File: src/srls_pkg.sv
`timescale 1ns / 1ps
package srls_pkg;

  localparam int unsigned ROW_BITS = 10;
  localparam int unsigned IDX_BITS = 11;
  localparam int unsigned OUT_PTR_BITS = 24;

  typedef enum logic [1:0] {
    OP_CLEAR = 2'd0,
    OP_LOAD  = 2'd1,
    OP_FETCH = 2'd2,
    OP_NONE  = 2'd3
  } opcode_e;

  typedef struct packed {
    logic clear;
    logic load;
    logic ins_shift;
    logic ins_place;
    logic rd_fetch;
    logic fetch_pop;
    logic fetch_empty;
  } srls_cmd_t;

  typedef struct packed {
    logic ins_go;
    logic pos_zero;
    logic rd_less;
    logic empty;
  } srls_sts_t;

endpackage

File: src/srls_ctrl.sv
`timescale 1ns / 1ps
module srls_ctrl (
  input  logic              clk_i,
  input  logic              rst_ni,
  input  logic              start_i,
  input  logic [1:0]        opcode_i,
  input  srls_pkg::srls_sts_t sts_i,
  output srls_pkg::srls_cmd_t cmd_o,
  output logic              busy_o,
  output logic              done_o
);
  import srls_pkg::*;

  typedef enum logic [1:0] {
    ST_IDLE,
    ST_INS_CHK,
    ST_INS_CMP,
    ST_FT_OUT
  } state_e;

  state_e state_q, state_d;
  logic   done_q, done_d;
  logic   accept;

  assign accept = start_i && (state_q == ST_IDLE);

  always_comb begin
    cmd_o   = '0;
    state_d = state_q;
    done_d  = 1'b0;
    unique case (state_q)
      ST_IDLE: begin
        if (accept) begin
          unique case (opcode_e'(opcode_i))
            OP_CLEAR: cmd_o.clear = 1'b1;
            OP_LOAD: begin
              cmd_o.load = 1'b1;
              if (sts_i.ins_go) state_d = ST_INS_CHK;
            end
            OP_FETCH: begin
              if (sts_i.empty) begin
                cmd_o.fetch_empty = 1'b1;
                done_d = 1'b1;
              end else begin
                cmd_o.rd_fetch = 1'b1;
                state_d = ST_FT_OUT;
              end
            end
            default: ;
          endcase
        end
      end
      ST_INS_CHK: begin
        if (sts_i.pos_zero) begin
          cmd_o.ins_place = 1'b1;
          state_d = ST_IDLE;
        end else begin
          state_d = ST_INS_CMP;
        end
      end
      ST_INS_CMP: begin
        // shorter row moves one place towards the tail
        if (sts_i.rd_less) begin
          cmd_o.ins_shift = 1'b1;
          state_d = ST_INS_CHK;
        end else begin
          cmd_o.ins_place = 1'b1;
          state_d = ST_IDLE;
        end
      end
      ST_FT_OUT: begin
        cmd_o.fetch_pop = 1'b1;
        done_d = 1'b1;
        state_d = ST_IDLE;
      end
      default: state_d = ST_IDLE;
    endcase
  end

  always_ff @(posedge clk_i or negedge rst_ni) begin
    if (!rst_ni) begin
      state_q <= ST_IDLE;
      done_q  <= 1'b0;
    end else begin
      state_q <= state_d;
      done_q  <= done_d;
    end
  end

  assign busy_o = (state_q != ST_IDLE);
  assign done_o = done_q;

endmodule

File: config.mk
export PLATFORM = sky130hd
export DESIGN_NAME = srls_ctrl
export DESIGN_NICKNAME = d
export VERILOG_FILES = /design/src/srls_pkg.sv /design/src/srls_ctrl.sv
export SDC_FILE = /design/constraint.sdc
export NUM_CORES = 1
export LEC_CHECK = 0
export BUFFER_PORTS_ARGS = -buffer_cell sky130_fd_sc_hd__buf_2
export CELL_PAD_IN_SITES_DETAIL_PLACEMENT = 0
export CELL_PAD_IN_SITES_GLOBAL_PLACEMENT = 2
export CORE_UTILIZATION = 20
export CTS_CLUSTER_SIZE = 10
export DETAILED_ROUTE_END_ITERATION = 8
export PLACE_DENSITY_LB_ADDON = 0.25
export SYNTH_ARGS = -nofsm -noshare
export SYNTH_HDL_FRONTEND = slang
export SYNTH_SLANG_ARGS = --single-unit
File: constraint.sdc
create_clock -name clk_i -period 1.5 [get_ports clk_i]
set_clock_uncertainty 0.05 [all_clocks]
set_input_delay 0.225 -clock clk_i [delete_from_list [all_inputs] [get_ports clk_i]]
set_output_delay 0.225 -clock clk_i [all_outputs]
set_load 0.005 [all_outputs]
==> key figures, run 1 <==
Place
  • DP Area: 384 um2
  • GP Congestion: 0.714
  • IO buf count: 17
  • Hpwl dp: 577 um
  • Pre-CTS setup slack: ~0.086 ns

STA
  • Unrepaired setup endpoints after global routing: yes
  • Hold Violations, Final: 0
  • Fin Setup TNS: 0 ns
  • Final Max Slew Viols: 0
  • Peak Freq: around 680 MHz
  • Slew @ Worst Pin: 0.247 ns
  • Slew headroom: 83.5%
  • Final worst path period share: 98.2%
  • Fin Hold WS: 0.268 ns
  • Final worst setup slack: 0.0276 ns
  • Min Tclk post-route: between 1 and 1.5 ns
  • Setup Viol. Count Final: 0

Pwr
  • Int Power: 517 uW
  • Peak supply drop: around 860 uV
  • Switching power: 288 uW
  • Seq pwr share: 16.0%
  • Logic pwr share: 66.9%
  • Leakage: 0.289 nW
  • Clk pwr share: between 10% and 20%
  • Sw Share: 35.8%
  • Pwr Density: 1570 nW/um2

Worst setup path
  • CP Launch Type: register
  • Slowest-stage cell, CP: dfrtp_1
  • Setup crit end kind: output port
  • Slowest stage delay, CP: 0.38 ns
  • Crit-path cells: inv_2, ha_2, nand2b_1, a21boi_2, buf_2
  • Worst Path Required: 1.22 ns
  • Crit path kind: register to output port
  • Arr. time, crit path: 1.20 ns
  • CP max FO: 4

Global route
  • Vias in the first global route: 288
  • Antenna violations before repair: 0
  • Grt ovf: 0
  • GRT Total Usage: 12.0%
  • First-pass GRT wire length: 1.19 mm
  • Pin count of the biggest net entering global routing: 5

Layout
  • Most frequent cells in the layout: buf_2, buf_4, clkbuf_4, dfrtp_1
  • Most common library cell in the layout ignoring fill and taps: buf_2
  • Nets@finish: between 70 and 80
  • Finished Core Util: 39.5%
  • Ant diodes: 0
  • Share of layout cells above drive strength 1: 62.7%
  • Final Cell Area: 514 um2
  • Syn-to-layout area delta: 83.5%

Yosys
  • Compound-Gate Fraction of Synth Area: 12.5%
  • Mean post-synth cell area: 9.34 um2
  • Post-Syn Area: around 280 um2
  • Synth top area share: a little over a quarter
  • Cell count after synthesis: 30
  • Synth area leaders: dfrtp_1, ha_1, mux2i_1
  • Synth Area in XOR/XNOR: 0%
  • Synth Warn #: 0
  • Simple-gate share of the synthesized area: 25.9%
  • Mux contribution to synthesized area: roughly 7.1%
  • Post-synthesis register bit count: 3
  • Post-synth top area cell: dfrtp_1
  • Seq/Total Area, Yosys: 26.8%
  • Main combinational cell family by area after synthesis: simple AND/OR/NAND/NOR gates
  • Mapped Nets: 44
  • Post-synth cell types: 17
  • Synth Area in Adders: 22.3%

Floorplanning
  • Die width: roughly 39 um
  • Die Y-Extent: just under 40 um
  • Die ar.: 1560 um2
  • IO Count: 18
  • FP Rows: 13
  • Starting Density: 21.5%
  • Core box area: 1300 um2

Route
  • Via density: 4.49
  • DRC: 0
  • Number of detailed-route iterations in the first pass: 2
  • DR WL/cell: 10.6 um
  • Total Wirelength: 786 um
  • 1st-iter DRT viols: 6
  • DRT antenna net count: 0
  • Vias: 332

Clock network
  • Max clock buf depth: 2
  • Clk root buf: clkbuf_4
  • Clock Sinks: 3
  • Clk_lat worst skew: 0.23 ns
  • TritonCTS buffer count: 3
  • H-tree lvl count: 1
  • CTS tree: done
  • Reg clk slew, reported paths: 0.04 ns

Hold path
  • Worst hold path class: input port to asynchronous set/reset pin

Flow run
  • Max Cap Viol: 0

Status
  • Status: completed
==> layer usage <==
layer / track usage, % / routed length [um] / up-vias
li1: - / - / 163
met5: 0 / 0 / -
met4: 7.76 / 0 / 0
met3: 5.68 / 51 / 0
met2: 19.7 / 428 / 9
met1: 11.9 / 306 / 160
==> registers in the layout, summed over array words and instances, names as in the netlist <==
name,count
done_o,1
state_q,2
==> timing repair <==
action,in CTS,in global routing
endpoints found under the hold margin,3,0
gates resized for setup,7,6
setup endpoints to repair,5,6
pin swaps,2,2
hold buffers,1,0
buffers inserted,6,1
==> layout make-up <==
cell class | count | area, um2
Inverter | 4 | 15.0
Tap cell | 15 | 18.8
Multi-Input combinational cell | 23 | 231
Sequential cell | 3 | 75.1
Fill cell | 144 | 787
Timing Repair Buffer | 25 | 148
Clock buffer | 4 | 26.3
==> synthesized netlist by cell type (all sizes together) <==
library cell / count
mux2i: 2
o21ba: 1
ha: 5
and4b: 1
inv: 4
nor2: 2
and2: 1
nor3: 1
a21boi: 1
nor2b: 1
nand2b: 1
nand2: 2
a22oi: 1
a311o: 1
and4: 1
nor3b: 2
dfrtp: 3
==> critical path, delay by kind of cell, from the launching register on <==
kind            cells  cell delay (ns)
buf+inv             2             0.21
flops               1             0.38
fa+ha+maj           1             0.19
simple gates        1             0.07
compound gates      1             0.12
==> worst paths after layout <==
kind                       depth (start not counted)          to       start  slack, ns
max                                                5    cmd_o[3]  state_q[0]       0.03
min                                                2  state_q[1]      rst_ni       0.27
max reg2reg                                        6  state_q[1]  state_q[0]       0.15
min reg2reg                                        3  state_q[1]  state_q[1]       0.65
max in group asynchronous                          2  state_q[0]      rst_ni       1.02
min in group clk_i                                 4  state_q[1]    sts_i[2]       0.35
==> power by group through the flow <==
stage | combinational [mW] | clock (mW) | sequential, mW
6_report | 0.538 | 0.138 | 0.129
5_1_grt | 0.589 | 0.158 | 0.133
4_1_cts | 0.481 | 0.145 | 0.129
3_5_place_dp | 0.330 | 0 | 0.134
3_3_place_gp | 0.330 | 0 | 0.135
2_1_floorplan | 0.216 | 0 | 0.131
==> through the flow <==
step	power [mW]	cells
detailed placement	0.464	62
CTS	0.756	73
finish	0.805	74
global placement	0.464	62
floorplan	0.347	30
global route	0.880	74
==> cell families (layout without fill, tap and decap cells) <==
family / Yosys count / count (layout)
flops: 3 / 3
compound gates: 4 / 4
fa+ha+maj: 5 / 5
buf+inv: 4 / 33
simple gates: 12 / 12
mux: 2 / 2
Power figures use the tool's default switching activity.
==> run 2: changes to the inputs <==
--- a/config.mk
+++ b/config.mk
@@ -5,7 +5,7 @@
 export SDC_FILE = /design/constraint.sdc
 export NUM_CORES = 1
 export LEC_CHECK = 0
-export BUFFER_PORTS_ARGS = -buffer_cell sky130_fd_sc_hd__buf_2
+export BUFFER_PORTS_ARGS = -buffer_cell sky130_fd_sc_hd__buf_4
 export CELL_PAD_IN_SITES_DETAIL_PLACEMENT = 0
 export CELL_PAD_IN_SITES_GLOBAL_PLACEMENT = 2
 export CORE_UTILIZATION = 20
==> run 2 against run 1 <==
  * The run now ends with setup timing left
  * Die area unchanged
  * Total power decreased by 1.4%
  * Non-clock buffer count decreased by 2
  * Core utilization increased by 2.0 points
  * Wire length decreased by 3.8%
  * Critical path depth unchanged
  * Sequential power about the same
  * Worst hold slack improved by 0.0031 ns
  * Global-route usage decreased by 0.34 points
  * Largest power group unchanged
==> key figures, run 2 (synthesis gave the netlist of run 1 again) <==
Place
  • Cells after DPL: 62
  • GP Congestion: around 0.71
  • Hpwl dp: 547 um
  • IO buf count: 17
  • Pre-CTS setup slack: 0.0679 ns

Pwr
  • Logic pwr share: about 66%
  • Switching power: 278 uW
  • Clk pwr share: 17.7%
  • Seq pwr share: ~16%
  • Leakage: 0.290 nW
  • Int Power: 516 uW
  • Peak supply drop: 739 uV
  • Sw Share: 35.0%
  • Pwr Density: 1470 nW/um2

Worst setup path
  • Arr. time, crit path: 1.23 ns
  • Setup crit end kind: output port
  • RR Startpoint: state_q[1]
  • CP max FO: 4
  • Crit path launch: state_q[1]
  • Setup crit end: cmd_o[5]
  • Worst Path Required: 1.22 ns
  • R2R depth: 6
  • Crit path kind: register to output port
  • CP Launch Type: register
  • RR Endpoint: state_q[1]
  • Reg-to-reg slack, setup: around 0.07 ns

Layout
  • Share of layout cells above drive strength 1: about three fifths
  • Finished Core Util: between 40% and 50%
  • Nets@finish: slightly above 70
  • Syn-to-layout area delta: 92.9%
  • Most common library cell in the layout ignoring fill and taps: buf_4
  • Most frequent cells in the layout: buf_4, ha_1, clkbuf_4, dfrtp_1
  • Largest reg by FF count: state_q
  • Finished Layout Cells: 72
  • FILL cells: 140
  • Largest register FFs: 2
  • Ant diodes: 0

Floorplanning
  • Die width: 39.4 um
  • FP Rows: 13
  • Core box area: around 1300 um2
  • Die ar.: about 1600 um2
  • IO Count: 18
  • Die Y-Extent: 39.4 um
  • Starting Density: 21.5%

Route
  • Number of detailed-route iterations in the first pass: 2
  • DR WL/cell: 10.5 um
  • 1st-iter DRT viols: 3
  • Total Wirelength: 756 um
  • Via density: 4.44
  • Vias: 320
  • DRT antenna net count: 0
  • DRC: 0

Global route
  • First-pass GRT wire length: 1.19 mm
  • Grt ovf: 0
  • Vias in the first global route: ~290
  • Pin count of the biggest net entering global routing: 5
  • Antenna violations before repair: 0
  • GRT Total Usage: roughly an eighth

STA
  • Hold Violations, Final: 0
  • Fin Hold WS: about 0.27 ns
  • Unrepaired setup endpoints after global routing: yes
  • Slew headroom: 84.2%
  • Peak Freq: 664 MHz
  • Min Tclk post-route: 1.51 ns
  • Final worst path period share: 100%
  • Final Max Slew Viols: 0
  • Setup Viol. Count Final: 1
  • Slew @ Worst Pin: 0.237 ns
  • Fin Setup TNS: -0.00649 ns
  • Final worst setup slack: -0.00649 ns

Clock network
  • H-tree lvl count: 1
  • Clk_lat worst skew: 0.23 ns
  • Clock Sinks: 3
  • Reg clk slew, reported paths: 0.04 ns
  • Max clock buf depth: 2
  • Clk root buf: clkbuf_4
  • TritonCTS buffer count: 3
  • CTS tree: done

Flow run
  • Max Cap Viol: 0

Status
  • Failing checks: setup timing
  • Status: finished, violations left

Hold path
  • Worst hold path class: input port to asynchronous set/reset pin
run 2: changes by cell type in the layout (fill, tap and decap cells not counted):
cell      before  now
buf_4          7   22
nor3_2         0    1
nor3_1         1    0
a21boi_2       1    0
ha_1           2    3
ha_2           2    1
buf_2         17    0
a21boi_1       0    1
run 2: repair_timing:
item / 4_1_cts / 5_1_grt
pin swaps: 3 / 1
gates resized for setup: 8 / 4
endpoints found under the setup margin: 5 / 6
hold buffers: 1 / 0
setup buffers: 4 / 1
hold endpoints to repair: 3 / 0
run 2: worst min path at each step:
stage          slack (ns)    from          to  cells past startpoint
6_report             0.27  rst_ni  state_q[0]                      2
5_1_grt              0.28  rst_ni      done_o                      2
4_1_cts              0.27  rst_ni      done_o                      2
3_5_place_dp        -0.04  rst_ni      done_o                      1
3_3_place_gp        -0.04  rst_ni      done_o                      1
2_1_floorplan       -0.12  rst_ni      done_o                      0
run 2: final cells by class:
cell class              instances  area (um2)  area share (%)
multi-input cells              23         230            42.6
repair buffers                 23         175            32.4
flip-flops and latches          3        75.1            13.9
clock buffers                   4        26.3            4.86
well taps                      15        18.8            3.47
inverters                       4        15.0            2.78
run 2: routing by layer:
metal	routed length, um	GRT usage (%)
met5	0	0
met4	0	7.76
met3	31	3.41
met2	417	19.7
met1	307	12.2
run 2: critical path, stage by stage, from the launching register on:
cell     delay, ns
dfrtp_1       0.38
inv_2         0.10
ha_4          0.16
nand2_4       0.06
nor3b_2       0.17
buf_4         0.13
run 2: power by group through the flow:
stage	Sequential (mW)	Clock (mW)	Combinational, mW
2_1_floorplan	0.131	0	0.216
3_3_place_gp	0.135	0	0.362
3_5_place_dp	0.134	0	0.366
4_1_cts	0.128	0.148	0.490
5_1_grt	0.133	0.161	0.595
6_report	0.129	0.141	0.524
run 2: per-stage QoR:
stage	total power [mW]	instance area (um2)
after floorplan	0.347	280
after global placement	0.497	427
after detailed placement	0.500	427
after CTS	0.766	518
after global routing	0.889	541
final	0.794	541
==> run 3: changes to the inputs <==
--- a/config.mk
+++ b/config.mk
@@ -11,7 +11,7 @@
 export CORE_UTILIZATION = 20
 export CTS_CLUSTER_SIZE = 10
 export DETAILED_ROUTE_END_ITERATION = 8
-export PLACE_DENSITY_LB_ADDON = 0.25
+export PLACE_DENSITY = 0.79
 export SYNTH_ARGS = -nofsm -noshare
 export SYNTH_HDL_FRONTEND = slang
 export SYNTH_SLANG_ARGS = --single-unit
==> run 3 against run 2 <==
  * The flow still finishes with violations (setup timing)
  * Global-route usage up 0.13 points
  * Wire length grew 16%
  * Combinational power rose by 19%
  * Design area up 8.8%
  * Worst hold slack worse by 0.0072 ns
  * Flip-flop and latch count unchanged
  * Cell count rose by 2.8%
  * Worst setup slack worse by 0.0043 ns
==> key figures, run 3 (synthesis gave the netlist of run 1 again) <==
Status
  • Status: finished, violations left
  • Failing checks: setup timing

Worst setup path
  • Slowest stage delay, CP: 0.38 ns
  • Crit path depth: 5
  • RR Startpoint: state_q[0]
  • Delay-heaviest family, CP: flip-flops
  • Crit path kind: register to output port
  • Arr. time, crit path: 1.24 ns
  • Crit-path cells: inv_2, ha_4, nand2_4, nor3b_2, buf_4
  • CP max FO: 3
  • Worst Path Required: approximately 1.2 ns
  • Reg-to-reg slack, setup: 0.08 ns
  • WP buf/inv: 2
  • R2R depth: 6
  • Setup crit end kind: output port
  • CP Launch Type: register
  • Slowest-stage cell, CP: dfrtp_1
  • RR Endpoint: state_q[1]

STA
  • Final Max Slew Viols: 0
  • Slew @ Worst Pin: 0.255 ns
  • Hold Violations, Final: 0
  • Min Tclk post-route: roughly 1.5 ns
  • Final worst setup slack: -0.0108 ns
  • Setup Viol. Count Final: 1
  • Peak Freq: 662 MHz
  • Fin Setup TNS: -0.0108 ns
  • Unrepaired setup endpoints after global routing: yes
  • Final worst path period share: 101%
  • Slew headroom: 82.9%

Global route
  • M2 GR Usage: 26.6%
  • GRT Total Usage: approximately an eighth
  • First-pass GRT wire length: 1.17 mm
  • Antenna violations before repair: 0
  • Grt ovf: 0
  • M1 GR Usage: 9.56%
  • Busiest layer in global routing: met2
  • Vias in the first global route: 299
  • Pin count of the biggest net entering global routing: 5
  • Grt met3 use: 0.568%

Layout
  • Largest reg by FF count: state_q
  • Most frequent cells in the layout: buf_4, ha_4, clkbuf_4, dfrtp_1
  • Share of layout cells above drive strength 1: 66.1%
  • Syn-to-layout area delta: 110%
  • Nets@finish: 74
  • Largest register FFs: 2
  • Finished Core Util: 45.2%
  • Most common library cell in the layout ignoring fill and taps: buf_4
  • Ant diodes: 0

Place
  • Pre-CTS setup slack: approximately 0.038 ns
  • Hpwl dp: 579 um
  • IO buf count: 17
  • GP Congestion: 0.654

Clock network
  • H-tree lvl count: 1
  • TritonCTS buffer count: 3
  • Max clock buf depth: 2
  • Clock Sinks: 3
  • CTS tree: done
  • Clk root buf: clkbuf_4
  • Clk_lat worst skew: 0.23 ns
  • Reg clk slew, reported paths: 0.04 ns

Floorplanning
  • IO Count: 18
  • Die width: 39.4 um
  • Die ar.: 1560 um2
  • Die Y-Extent: 39.4 um
  • Starting Density: a little over a fifth
  • Core box area: 1300 um2
  • FP Rows: 13

Route
  • 1st-iter DRT viols: 2
  • Vias: 320
  • Total Wirelength: 879 um
  • Number of detailed-route iterations in the first pass: 3
  • DR WL/cell: 11.9 um
  • DRT antenna net count: 0
  • Via density: 4.32
  • DRC: 0

Pwr
  • Leakage: 0.303 nW
  • Pwr Density: ~1500 nW/um2
  • Peak supply drop: 799 uV

Hold path
  • Worst hold path class: input port to asynchronous set/reset pin

Flow run
  • Max Cap Viol: 0
==> run 3: changes by cell type in the layout (fill, tap and decap cells not counted), sizes merged <==
| cell | before | now |
|---|---|---|
| buf | 22 | 24 |
==> run 3: what timing repair did <==
item	CTS	global route
pin swaps	3	2
endpoints found under the hold margin	3	0
hold buffers	1	0
setup endpoints to repair	5	6
buffers inserted	4	1
gates resized for setup	14	4
==> run 3: per-layer routing <==
metal / up-vias / share of wire (%)
li1: 161 / -
met1: 150 / 32
met2: 9 / 63
met3: 0 / 5.5
met4: 0 / 0
met5: - / 0
==> run 3: worst max-delay path by stage <==
stage / startpoint / end / slack, ns
after floorplan: state_q[0] / state_q[1] / 0.18
after global placement: state_q[0] / cmd_o[5] / 0.06
after detailed placement: state_q[0] / cmd_o[5] / 0.04
after CTS: state_q[1] / cmd_o[3] / -0.008
after global routing: state_q[0] / cmd_o[5] / -0.06
final: state_q[0] / cmd_o[5] / -0.01
==> run 3: stage by stage <==
step | cell area, um2 | total power [mW] | cells | hold WS, ns
6_report | 588 | 0.899 | 74 | 0.264
5_1_grt | 588 | 0.964 | 74 | 0.263
4_1_cts | 562 | 0.843 | 73 | 0.263
3_5_place_dp | 442 | 0.532 | 64 | -0.0354
3_3_place_gp | 442 | 0.531 | 64 | -0.0352
2_1_floorplan | 280 | 0.347 | 30 | -0.121
==> run 3: power breakdown <==
part,leakage [nW],switching (mW),internal [mW]
combinational,0.250,0.263,0.359
clock,0.0150,0.0455,0.0999
sequential,0.0387,0.0183,0.113
==> run 3: cell type report <==
cell class	instances	area [um2]
fillers	140	713
flip-flops and latches	3	75.1
inverters	4	15.0
multi-input cells	23	259
clock buffers	4	26.3
repair buffers	25	194
well taps	15	18.8
